### src/hdl/packet_header_filter_unit_macros.svh
// Assertion macros shared by the packet header filter modules.
// Each macro expects signals named clk and arst_n in the including module.
`ifndef PACKET_HEADER_FILTER_UNIT_MACROS_SVH
`define PACKET_HEADER_FILTER_UNIT_MACROS_SVH

// Consequent must hold in the same cycle as the antecedent.
`define PHF_ASSERT_NOW(label, ante, cons, msg) \
	label: assert property (@(posedge clk) disable iff (!arst_n) (ante) |-> (cons)) \
		else $error(msg);

// Consequent must hold in the cycle after the antecedent.
`define PHF_ASSERT_NEXT(label, ante, cons, msg) \
	label: assert property (@(posedge clk) disable iff (!arst_n) (ante) |=> (cons)) \
		else $error(msg);

`endif

### src/hdl/phf_pkg.sv
// Package for the packet header filter: payload structs, configuration
// struct, register indexes, parse phases and protocol constants. No dependencies.
`timescale 1ns / 1ps

package phf_pkg;

	localparam int MAX_EXT_HEADERS = 8;
	localparam int EXT_CNT_W       = $clog2(MAX_EXT_HEADERS + 1);
	localparam int OFFSET_W        = 12;

	localparam logic [15:0] ETH_IPV4 = 16'h0800;
	localparam logic [15:0] ETH_IPV6 = 16'h86DD;

	localparam logic [7:0] NH_HOP_BY_HOP = 8'd0;
	localparam logic [7:0] NH_ROUTING    = 8'd43;
	localparam logic [7:0] NH_FRAGMENT   = 8'd44;
	localparam logic [7:0] PROTO_TCP     = 8'd6;
	localparam logic [7:0] PROTO_UDP     = 8'd17;

	localparam logic [OFFSET_W-1:0] V4_MIN_LEN     = 12'd20;
	localparam logic [OFFSET_W-1:0] V4_PROTO_OFS   = 12'd9;
	localparam logic [OFFSET_W-1:0] V4_ADDR_FIRST  = 12'd12;
	localparam logic [OFFSET_W-1:0] V4_ADDR_LAST   = 12'd19;
	localparam logic [OFFSET_W-1:0] V6_NH_OFS      = 12'd6;
	localparam logic [OFFSET_W-1:0] V6_ADDR_FIRST  = 12'd8;
	localparam logic [OFFSET_W-1:0] V6_SRC_HI_LAST = 12'd15;
	localparam logic [OFFSET_W-1:0] V6_SRC_LO_LAST = 12'd23;
	localparam logic [OFFSET_W-1:0] V6_DST_HI_LAST = 12'd31;
	localparam logic [OFFSET_W-1:0] V6_DST_LO_LAST = 12'd39;
	localparam logic [OFFSET_W-1:0] EXT_LEN_OFS    = 12'd1;
	localparam logic [OFFSET_W-1:0] L4_PORTS_LAST  = 12'd3;

	// Wildcard mask bit positions.
	localparam int WC_L3     = 0;
	localparam int WC_L4     = 1;
	localparam int WC_V4_SRC = 2;
	localparam int WC_V4_DST = 3;
	localparam int WC_V6_SRC = 4;
	localparam int WC_V6_DST = 5;
	localparam int WC_SPORT  = 6;
	localparam int WC_DPORT  = 7;

	typedef enum logic [2:0] {
		REG_WILDCARD_MASK,
		REG_IPV4_ADDRESS_PAIR,
		REG_PROTOCOL_PAIR,
		REG_PORT_PAIR,
		REG_IPV6_SOURCE_UPPER,
		REG_IPV6_SOURCE_LOWER,
		REG_IPV6_DEST_UPPER,
		REG_IPV6_DEST_LOWER
	} reg_index_t;

	typedef enum logic [2:0] {
		PH_IDLE,
		PH_V4,
		PH_V6,
		PH_EXT,
		PH_L4,
		PH_DONE
	} phase_t;

	typedef struct packed {
		logic [7:0]  data_byte;
		logic [15:0] ethertype;
		logic        first_byte;
		logic        last_byte;
	} byte_item_t;

	typedef struct packed {
		logic        matched;
		logic [15:0] net_protocol;
		logic [7:0]  transport_protocol;
		logic [31:0] ipv4_source;
		logic [31:0] ipv4_dest;
		logic [15:0] source_port;
		logic [15:0] dest_port;
	} result_item_t;

	typedef struct packed {
		logic [7:0]  wildcard_mask;
		logic [63:0] ipv4_address_pair;
		logic [23:0] protocol_pair;
		logic [31:0] port_pair;
		logic [63:0] ipv6_source_upper;
		logic [63:0] ipv6_source_lower;
		logic [63:0] ipv6_dest_upper;
		logic [63:0] ipv6_dest_lower;
	} filter_cfg_t;

endpackage

### src/hdl/phf_parser.sv
// Header parser and field comparator: holds the per-packet parse state and
// handles one byte per take. Depends on phf_pkg and the assertion macros.
`timescale 1ns / 1ps
`include "packet_header_filter_unit_macros.svh"

module phf_parser (
	input  logic                  clk,
	input  logic                  arst_n,
	input  logic                  item_valid,
	input  phf_pkg::byte_item_t   item,
	input  logic                  take,
	input  phf_pkg::filter_cfg_t  cfg,
	output logic                  emit,
	output phf_pkg::result_item_t result
);
	import phf_pkg::*;

	phase_t                phase_q, phase_d, ph_p;
	logic [OFFSET_W-1:0]   offset_q, offset_d;
	logic [OFFSET_W-1:0]   hlen_q, hlen_d;
	logic [7:0]            nh_q, nh_d;
	logic [EXT_CNT_W-1:0]  ext_cnt_q, ext_cnt_d;
	logic                  ok_q, ok_d;
	logic [15:0]           etype_q, etype_d;
	logic [63:0]           addr_q, addr_d;
	logic [31:0]           port_q, port_d;
	logic                  seen_q, seen_d;

	// Next-state logic: apply the start-of-packet reset, then the byte itself.
	always_comb begin
		logic [7:0]          b;
		logic [OFFSET_W-1:0] o;
		logic [OFFSET_W-1:0] v4_len;
		logic                v6_next;
		logic                l3_end;
		b       = item.data_byte;
		v6_next = 1'b0;
		l3_end  = 1'b0;
		v4_len  = '0;

		ph_p      = phase_q;
		offset_d  = offset_q;
		hlen_d    = hlen_q;
		nh_d      = nh_q;
		ext_cnt_d = ext_cnt_q;
		ok_d      = ok_q;
		etype_d   = etype_q;
		addr_d    = addr_q;
		port_d    = port_q;
		seen_d    = seen_q;

		if (item.first_byte) begin
			etype_d   = item.ethertype;
			offset_d  = '0;
			hlen_d    = '0;
			nh_d      = '0;
			ext_cnt_d = '0;
			addr_d    = '0;
			port_d    = '0;
			seen_d    = 1'b0;
			ok_d      = cfg.wildcard_mask[WC_L3] ||
				(item.ethertype == cfg.protocol_pair[23:8]);
			if (item.ethertype == ETH_IPV4) begin
				ph_p = PH_V4;
			end else if (item.ethertype == ETH_IPV6) begin
				ph_p = PH_V6;
			end else begin
				ok_d = 1'b0;
				ph_p = PH_DONE;
			end
		end

		o = offset_d;
		case (ph_p)
			PH_V4: begin
				if (o == '0) begin
					v4_len = {6'd0, b[3:0], 2'b00};
					hlen_d = (v4_len < V4_MIN_LEN) ? V4_MIN_LEN : v4_len;
				end
				if (o == V4_PROTO_OFS) nh_d = b;
				if (o >= V4_ADDR_FIRST && o <= V4_ADDR_LAST) addr_d = {addr_d[55:0], b};
				if (o == V4_ADDR_LAST) begin
					if (!cfg.wildcard_mask[WC_V4_SRC] &&
						addr_d[63:32] != cfg.ipv4_address_pair[63:32]) ok_d = 1'b0;
					if (!cfg.wildcard_mask[WC_V4_DST] &&
						addr_d[31:0] != cfg.ipv4_address_pair[31:0]) ok_d = 1'b0;
				end
				offset_d = o + 1'b1;
				if (offset_d >= V4_MIN_LEN && offset_d >= hlen_d) l3_end = 1'b1;
			end
			PH_V6: begin
				if (o == V6_NH_OFS) nh_d = b;
				if (o >= V6_ADDR_FIRST && o <= V6_DST_LO_LAST) addr_d = {addr_d[55:0], b};
				if (o == V6_SRC_HI_LAST && !cfg.wildcard_mask[WC_V6_SRC] &&
					addr_d != cfg.ipv6_source_upper) ok_d = 1'b0;
				if (o == V6_SRC_LO_LAST && !cfg.wildcard_mask[WC_V6_SRC] &&
					addr_d != cfg.ipv6_source_lower) ok_d = 1'b0;
				if (o == V6_DST_HI_LAST && !cfg.wildcard_mask[WC_V6_DST] &&
					addr_d != cfg.ipv6_dest_upper) ok_d = 1'b0;
				if (o == V6_DST_LO_LAST && !cfg.wildcard_mask[WC_V6_DST] &&
					addr_d != cfg.ipv6_dest_lower) ok_d = 1'b0;
				offset_d = o + 1'b1;
				if (o == V6_DST_LO_LAST) v6_next = 1'b1;
			end
			PH_EXT: begin
				if (o == '0) nh_d = b;
				// Extension header length counts 8-octet units beyond the first.
				if (o == EXT_LEN_OFS) hlen_d = {({1'b0, b} + 9'd1), 3'b000};
				offset_d = o + 1'b1;
				if (o >= EXT_LEN_OFS && offset_d >= hlen_d) v6_next = 1'b1;
			end
			PH_L4: begin
				port_d   = {port_d[23:0], b};
				offset_d = o + 1'b1;
				if (o >= L4_PORTS_LAST) begin
					seen_d = 1'b1;
					if (!cfg.wildcard_mask[WC_SPORT] &&
						port_d[31:16] != cfg.port_pair[31:16]) ok_d = 1'b0;
					if (!cfg.wildcard_mask[WC_DPORT] &&
						port_d[15:0] != cfg.port_pair[15:0]) ok_d = 1'b0;
					ph_p = PH_DONE;
				end
			end
			default: begin
			end
		endcase

		if (v6_next) begin
			if ((nh_d == NH_HOP_BY_HOP || nh_d == NH_ROUTING || nh_d == NH_FRAGMENT) &&
				ext_cnt_d < EXT_CNT_W'(MAX_EXT_HEADERS)) begin
				ext_cnt_d = ext_cnt_d + 1'b1;
				ph_p      = PH_EXT;
				offset_d  = '0;
				hlen_d    = '0;
			end else begin
				l3_end = 1'b1;
			end
		end

		if (l3_end) begin
			if (!cfg.wildcard_mask[WC_L4] && nh_d != cfg.protocol_pair[7:0]) ok_d = 1'b0;
			offset_d = '0;
			ph_p     = (nh_d == PROTO_TCP || nh_d == PROTO_UDP) ? PH_L4 : PH_DONE;
		end

		phase_d = (item.last_byte && ph_p != PH_IDLE) ? PH_IDLE : ph_p;
	end

	// Output logic: the verdict and fields as they stand after this byte.
	always_comb begin
		logic v4_done;
		v4_done = (etype_d == ETH_IPV4) && (ph_p != PH_V4 || offset_d >= V4_MIN_LEN);
		emit                = item_valid && item.last_byte &&
			(item.first_byte || phase_q != PH_IDLE);
		result.matched            = ok_d && (ph_p == PH_DONE);
		result.net_protocol       = etype_d;
		result.transport_protocol = nh_d;
		result.ipv4_source        = v4_done ? addr_d[63:32] : 32'd0;
		result.ipv4_dest          = v4_done ? addr_d[31:0] : 32'd0;
		result.source_port        = seen_d ? port_d[31:16] : 16'd0;
		result.dest_port          = seen_d ? port_d[15:0] : 16'd0;
	end

	always_ff @(posedge clk or negedge arst_n) begin
		if (!arst_n) begin
			phase_q   <= PH_IDLE;
			offset_q  <= '0;
			hlen_q    <= '0;
			nh_q      <= '0;
			ext_cnt_q <= '0;
			ok_q      <= 1'b1;
			etype_q   <= '0;
			addr_q    <= '0;
			port_q    <= '0;
			seen_q    <= 1'b0;
		end else if (take) begin
			phase_q   <= phase_d;
			offset_q  <= offset_d;
			hlen_q    <= hlen_d;
			nh_q      <= nh_d;
			ext_cnt_q <= ext_cnt_d;
			ok_q      <= ok_d;
			etype_q   <= etype_d;
			addr_q    <= addr_d;
			port_q    <= port_d;
			seen_q    <= seen_d;
		end
	end

	`PHF_ASSERT_NEXT(a_idle_after_result, take && emit, phase_q == PH_IDLE, "parser not idle after result")
	`PHF_ASSERT_NOW(a_ext_limit, 1'b1, ext_cnt_q <= EXT_CNT_W'(MAX_EXT_HEADERS), "extension count over limit")
	`PHF_ASSERT_NOW(a_ports_need_l4, seen_q, nh_q == PROTO_TCP || nh_q == PROTO_UDP, "ports read for non TCP/UDP")

endmodule

### src/hdl/packet_header_filter_unit.sv
// Top level of the packet header filter: configuration registers, input
// register, result register. Depends on phf_pkg, phf_parser and the macros.
`timescale 1ns / 1ps
`include "packet_header_filter_unit_macros.svh"

// Channel  | Signals                                    | Moves
// ---------+--------------------------------------------+-------------------------
// byte     | byte_valid, byte_stall, byte_item          | one packet byte + flags
// result   | result_valid, result_stall, result_item    | verdict and fields
// cfg      | cfg_valid, cfg_ready, cfg_index, cfg_data  | one register write
//
// A byte is taken every cycle while byte_stall is low; its result moves
// through the input register, then the parse logic into the result register.
// Reset clears the parse state and loads the register reset values.
// A stalled result blocks only a byte that would make a new result; one byte
// waits in the input register meanwhile. cfg_ready is always high.

module packet_header_filter_unit (
	input  logic                  clk,
	input  logic                  arst_n,
	input  logic                  byte_valid,
	output logic                  byte_stall,
	input  phf_pkg::byte_item_t   byte_item,
	output logic                  result_valid,
	input  logic                  result_stall,
	output phf_pkg::result_item_t result_item,
	input  logic                  cfg_valid,
	output logic                  cfg_ready,
	input  phf_pkg::reg_index_t   cfg_index,
	input  logic [63:0]           cfg_data
);
	import phf_pkg::*;

	filter_cfg_t  cfg_q;
	logic         valid_s1;
	byte_item_t   item_s1;
	logic         emit;
	logic         advance;
	result_item_t parsed;
	logic         result_valid_q;
	result_item_t result_q;

	assign cfg_ready = 1'b1;

	always_ff @(posedge clk or negedge arst_n) begin
		if (!arst_n) begin
			cfg_q.wildcard_mask     <= 8'hFF;
			cfg_q.ipv4_address_pair <= '0;
			cfg_q.protocol_pair     <= '0;
			cfg_q.port_pair         <= '0;
			cfg_q.ipv6_source_upper <= '0;
			cfg_q.ipv6_source_lower <= '0;
			cfg_q.ipv6_dest_upper   <= '0;
			cfg_q.ipv6_dest_lower   <= '0;
		end else if (cfg_valid && cfg_ready) begin
			case (cfg_index)
				REG_WILDCARD_MASK:     cfg_q.wildcard_mask     <= cfg_data[7:0];
				REG_IPV4_ADDRESS_PAIR: cfg_q.ipv4_address_pair <= cfg_data;
				REG_PROTOCOL_PAIR:     cfg_q.protocol_pair     <= cfg_data[23:0];
				REG_PORT_PAIR:         cfg_q.port_pair         <= cfg_data[31:0];
				REG_IPV6_SOURCE_UPPER: cfg_q.ipv6_source_upper <= cfg_data;
				REG_IPV6_SOURCE_LOWER: cfg_q.ipv6_source_lower <= cfg_data;
				REG_IPV6_DEST_UPPER:   cfg_q.ipv6_dest_upper   <= cfg_data;
				REG_IPV6_DEST_LOWER:   cfg_q.ipv6_dest_lower   <= cfg_data;
				default: begin
				end
			endcase
		end
	end

	// The held byte moves on unless it would produce a result while the
	// result register is full and stalled.
	assign advance    = valid_s1 && (!emit || !result_valid_q || !result_stall);
	assign byte_stall = valid_s1 && !advance;

	always_ff @(posedge clk or negedge arst_n) begin
		if (!arst_n) begin
			valid_s1 <= 1'b0;
		end else if (byte_valid && !byte_stall) begin
			valid_s1 <= 1'b1;
		end else if (advance) begin
			valid_s1 <= 1'b0;
		end
	end

	always_ff @(posedge clk) begin
		if (byte_valid && !byte_stall) begin
			item_s1 <= byte_item;
		end
	end

	phf_parser u_parser (
		.clk        (clk),
		.arst_n     (arst_n),
		.item_valid (valid_s1),
		.item       (item_s1),
		.take       (advance),
		.cfg        (cfg_q),
		.emit       (emit),
		.result     (parsed)
	);

	always_ff @(posedge clk or negedge arst_n) begin
		if (!arst_n) begin
			result_valid_q <= 1'b0;
		end else if (advance && emit) begin
			result_valid_q <= 1'b1;
		end else if (!result_stall) begin
			result_valid_q <= 1'b0;
		end
	end

	always_ff @(posedge clk) begin
		if (advance && emit) begin
			result_q <= parsed;
		end
	end

	assign result_valid = result_valid_q;
	assign result_item  = result_q;

	`PHF_ASSERT_NOW(a_stall_cause, byte_stall, result_valid && result_stall, "input stalled without a stalled result")
	`PHF_ASSERT_NEXT(a_result_loaded, advance && emit, result_valid, "result transaction lost")
	`PHF_ASSERT_NOW(a_no_overwrite, advance && emit && result_valid, !result_stall, "result overwritten while stalled")

endmodule

### config.mk
export PLATFORM = sky130hd
export DESIGN_NAME = packet_header_filter_unit
export DESIGN_NICKNAME = d
export VERILOG_FILES = /design/src/hdl/phf_pkg.sv /design/src/hdl/phf_parser.sv /design/src/hdl/packet_header_filter_unit.sv
export VERILOG_INCLUDE_DIRS = /design/src /design/src/hdl
export SDC_FILE = /design/constraint.sdc
export NUM_CORES = 2
export LEC_CHECK = 0
export BUFFER_PORTS_ARGS = -buffer_cell sky130_fd_sc_hd__buf_2
export CORE_MARGIN = 5
export CORE_UTILIZATION = 60
export DETAILED_ROUTE_END_ITERATION = 10
export GPL_ROUTABILITY_DRIVEN = 0
export PLACE_DENSITY = 0.84
export RECOVER_POWER = 100
export SYNTH_ARGS = -nofsm -noshare
export SYNTH_HDL_FRONTEND = slang
export SYNTH_SLANG_ARGS = --single-unit
### constraint.sdc
create_clock -name clk -period 10.2 [get_ports clk]
set_input_delay 0.51 -clock clk [delete_from_list [all_inputs] [get_ports clk]]
set_output_delay 0.51 -clock clk [all_outputs]
set_load 0.02 [all_outputs]
==> results.py <==
metrics = {
    "run_status": {
        "outcome": "complete, but fails checks",
        "violations": "max-capacitance violations, max-slew violations",
    },
    "synth": {
        "synth-seq-area-share_pct": 48.9,
        "yosysTopAreaCellShare_pct": 36.2,
        "yosys.area.top_type": "dfrtp_1",
        "ys_top_cells_by_count": "dfrtp_1 (530), mux2_2 (391), nand2_1 (354)",
        "synth_ff_type": "dfrtp_1",
        "async_flop_share_pct": 78.6,
        "yosysWarnings": 0,
        "synth_edf_count": 147,
        "avgSynthCellArea_um2": 11.1,
        "synthTopCellsByArea": "dfrtp_1 (36%), edfxtp_1 (12%), mux2_2 (12%)",
        "synth_cell_types": 102,
        "synth.most_common_cell": "dfrtp_1",
        "synth_area_mm2": 0.0366,
        "ys_seq_elements": 686,
        "synthCells": 3285,
        "synth_fp_nets": 3410,
    },
    "setup_path": {
        "critPathBufInv": 3,
        "regToRegSetupSlack_ns": 2.80,
        "reg2reg_to": "result_item[74]$_SDFFCE_PN0P_",
        "r2r_start": "item_s1[1]$_DFFE_PP_",
        "worst-setup-path-type": "reg2reg",
        "end_kind": "register",
        "cp.required_ns": 10.34,
        "cp_slowest_cell": "clkbuf_1",
        "arrival_ns": 7.54,
        "critPathTopFamily": "buffers and inverters",
        "crit_chain": "buf_12 -> nor2_1 -> nand2_1 -> and2_0 -> nand2_1 -> a21oi_4 -> clkbuf_1 -> clkbuf_1",
        "critPathMaxStageDelay_ns": 2.80,
        "worstPathMaxFanout": 135,
        "startpoint_type": "register",
        "reg2reg_depth": 8,
    },
    "drt": {
        "wl_um": 114000,
        "num_vias": 28500,
        "drtAntennaViolNets": 0,
        "drt_iter0_markers": 4087,
        "drt_first_pass_iters": 6,
        "drt-wirelength-per-cell_um": 26.7,
        "vias_per_cell": 6.66,
        "drc_errors": 0,
    },
    "timing": {
        "rsz0062_at_grt": "no",
        "clock_skew_ns": 0.0256,
        "fin_setup_tns_ns": 0,
        "worst_pin_slew_ns": 4.86,
        "fmax_mhz": 135,
        "relSlewSlack_pct": -224,
        "finalHoldViolCount": 0,
        "timing.final.max_slew_violations": 972,
        "fin_crit_ns": 7.40,
        "min_period_over_period_pct": 72.5,
        "timing.final.ws_setup_ns": 2.80,
        "setup_violations": 0,
    },
    "grt": {
        "grt_use_met1_pct": 45.6,
        "grt_pass1_vias": 27600,
        "busiest_layer": "met2",
        "grt_max_degree": 183,
        "overflow": 0,
        "use_met3_pct": 11.7,
        "grt_use_total_pct": 33.7,
        "use_met2_pct": 49.2,
        "antenna_found_initial": 8,
        "grt_first_pass_wirelength_um": 172000,
    },
    "clock_network": {
        "cts_sinks": 686,
        "numCtsBuffers": 72,
        "ctsResizeCount": 0,
        "htree_levels": 3,
        "cts_tree": "built",
        "clock_latency_ns": 0.63,
        "clockBufferDepth": 3,
        "cts_root_buf": "clkbuf_16",
        "path_clk_slew_ns": 0.07,
    },
    "place": {
        "place_ws_ns": 4.28,
        "dpl.hpwl_um": 79100,
        "port_buffers": 220,
    },
    "pwr": {
        "vdd_drop_max_uv": 150,
        "leakage_nw": 16.1,
        "p_total_mw": 7.55,
        "p_per_area_mw_per_mm2": 189,
    },
    "floorplan": {
        "rows": 90,
        "io_pins": 222,
        "coreArea_mm2": 0.0604,
        "fp.dieH_um": 257,
        "die_area_mm2": 0.0660,
        "start_util_pct": 60.6,
        "die_w_um": 257,
    },
    "finish": {
        "layout-drive-gt1-share_pct": 19.4,
        "nets": 3564,
        "seq_area_mm2": 0.0179,
        "multi_input_area_mm2": 0.0173,
        "fill_cells": 4451,
        "area_growth_pct": 9.40,
    },
    "hold_path": {
        "hp-start": "byte_item[0]",
        "min_to": "item_s1[0]$_DFFE_PP_",
        "holdPathStages": 1,
        "hold_path.class": "in2reg",
    },
    "flow_run": {
        "cap_violations": 17,
    },
}
-- cell type report --
type / count / area share [%]
timing repair buffer: 280 / 3.36
inverter: 44 / 0.419
clock buffer: 99 / 5.11
tap: 782 / 2.44
sequential: 686 / 44.7
clock inverter: 32 / 0.781
multi-input combinational: 2355 / 43.1
antenna: 2 / 0.0125
-- routing by layer --
metal  up-vias  routed length [um]
li1      12200                   -
met1     13900               43500
met2      1912               48900
met3       449               15200
met4         8                6460
met5         -                  48
-- worst reg2reg max path, cell delays in order, from the launching register on --
cell and delay, ns:
edfxtp_1 0.38, buf_12 0.51, nor2_1 0.29, nand2_1 0.19
and2_0 0.26, nand2_1 0.16, a21oi_4 0.13, clkbuf_1 2.09
clkbuf_1 2.82
-- through the flow --
stage                     instance area [um^2]  hold slack [ns]  instances  util, %
final                                    40000           0.0698       4280     66.3
after global routing                     40000           0.0579       4278     66.3
after CTS                                40700           0.0493       4278     67.4
after detailed placement                 38300            0.459       4146     63.5
after global placement                   38300            0.450       4146     63.5
after floorplan                          36600            0.214       3285        -
-- worst max path at each step --
stage	from	endpoint	slack [ns]	cells after the start
3_5_place_dp	u_parser.offset_q[5]$_DFFE_PN0P_	result_item[95]$_SDFFCE_PN0P_	4.28	17
6_report	item_s1[1]$_DFFE_PP_	result_item[74]$_SDFFCE_PN0P_	2.80	8
4_1_cts	u_parser.offset_q[5]$_DFFE_PN0P_	result_item[95]$_SDFFCE_PN0P_	4.26	17
2_1_floorplan	item_s1[1]$_DFFE_PP_	result_item[0]$_SDFFCE_PN0P_	2.74	6
5_1_grt	arst_n	u_parser.port_q[31]$_DFFE_PN0P_	2.16	4
3_3_place_gp	u_parser.offset_q[5]$_DFFE_PN0P_	result_item[95]$_SDFFCE_PN0P_	4.45	17
-- kinds of logic after synthesis --
group	count (synthesis)	share of synthesized area (%)
flops	686	48.9
buf+inv	244	3.00
mux	527	15.8
fa+ha+maj	27	0.923
xor+xnor	364	8.71
other cells	1	0.0102
compound gates	545	9.66
simple gates	891	13.0
-- sequential cells by signal, summed over array words and instances (netlist names), 3 cells and up --
signal / flops
u_parser.offset_q: 12
u_parser.addr_q: 64
u_parser.nh_q: 8
u_parser.etype_q: 16
u_parser.hlen_q: 12
result_item: 121
item_s1: 26
u_parser.ext_cnt_q: 4
cfg_q: 384
u_parser.port_q: 32
u_parser.phase_q: 3
-- cell usage in the layout (no fill, tap or decap), types with 38 or more instances in the layout --
| cell type | instances |
|---|---|
| edfxtp_1 | 147 |
| mux2_2 | 385 |
| a22oi_1 | 38 |
| clkbuf_16 | 73 |
| a21oi_1 | 129 |
| nor2_1 | 123 |
| buf_4 | 38 |
| inv_1 | 43 |
| xor2_1 | 173 |
| nand3_1 | 41 |
| buf_2 | 89 |
| nand2_1 | 354 |
| nor3_1 | 107 |
| a22o_1 | 43 |
| nand4_1 | 67 |
| nor4_1 | 59 |
| clkbuf_1 | 162 |
| dfrtp_1 | 530 |
| o21ai_0 | 164 |
| mux2i_1 | 134 |
| xnor2_1 | 191 |
-- timing repair --
action	4_1_cts	5_1_grt
setup buffers	0	0
hold buffers	1	0
endpoints found under the hold margin	83	0
-- where the power goes --
group | switching (mW) | internal (mW) | leakage, nW
Sequential | 0.371 | 3.23 | 8.15
Clock | 1.14 | 1.50 | 1.15
Combinational | 0.699 | 0.609 | 6.85
No activity file was read; power rests on OpenSTA's default activity.
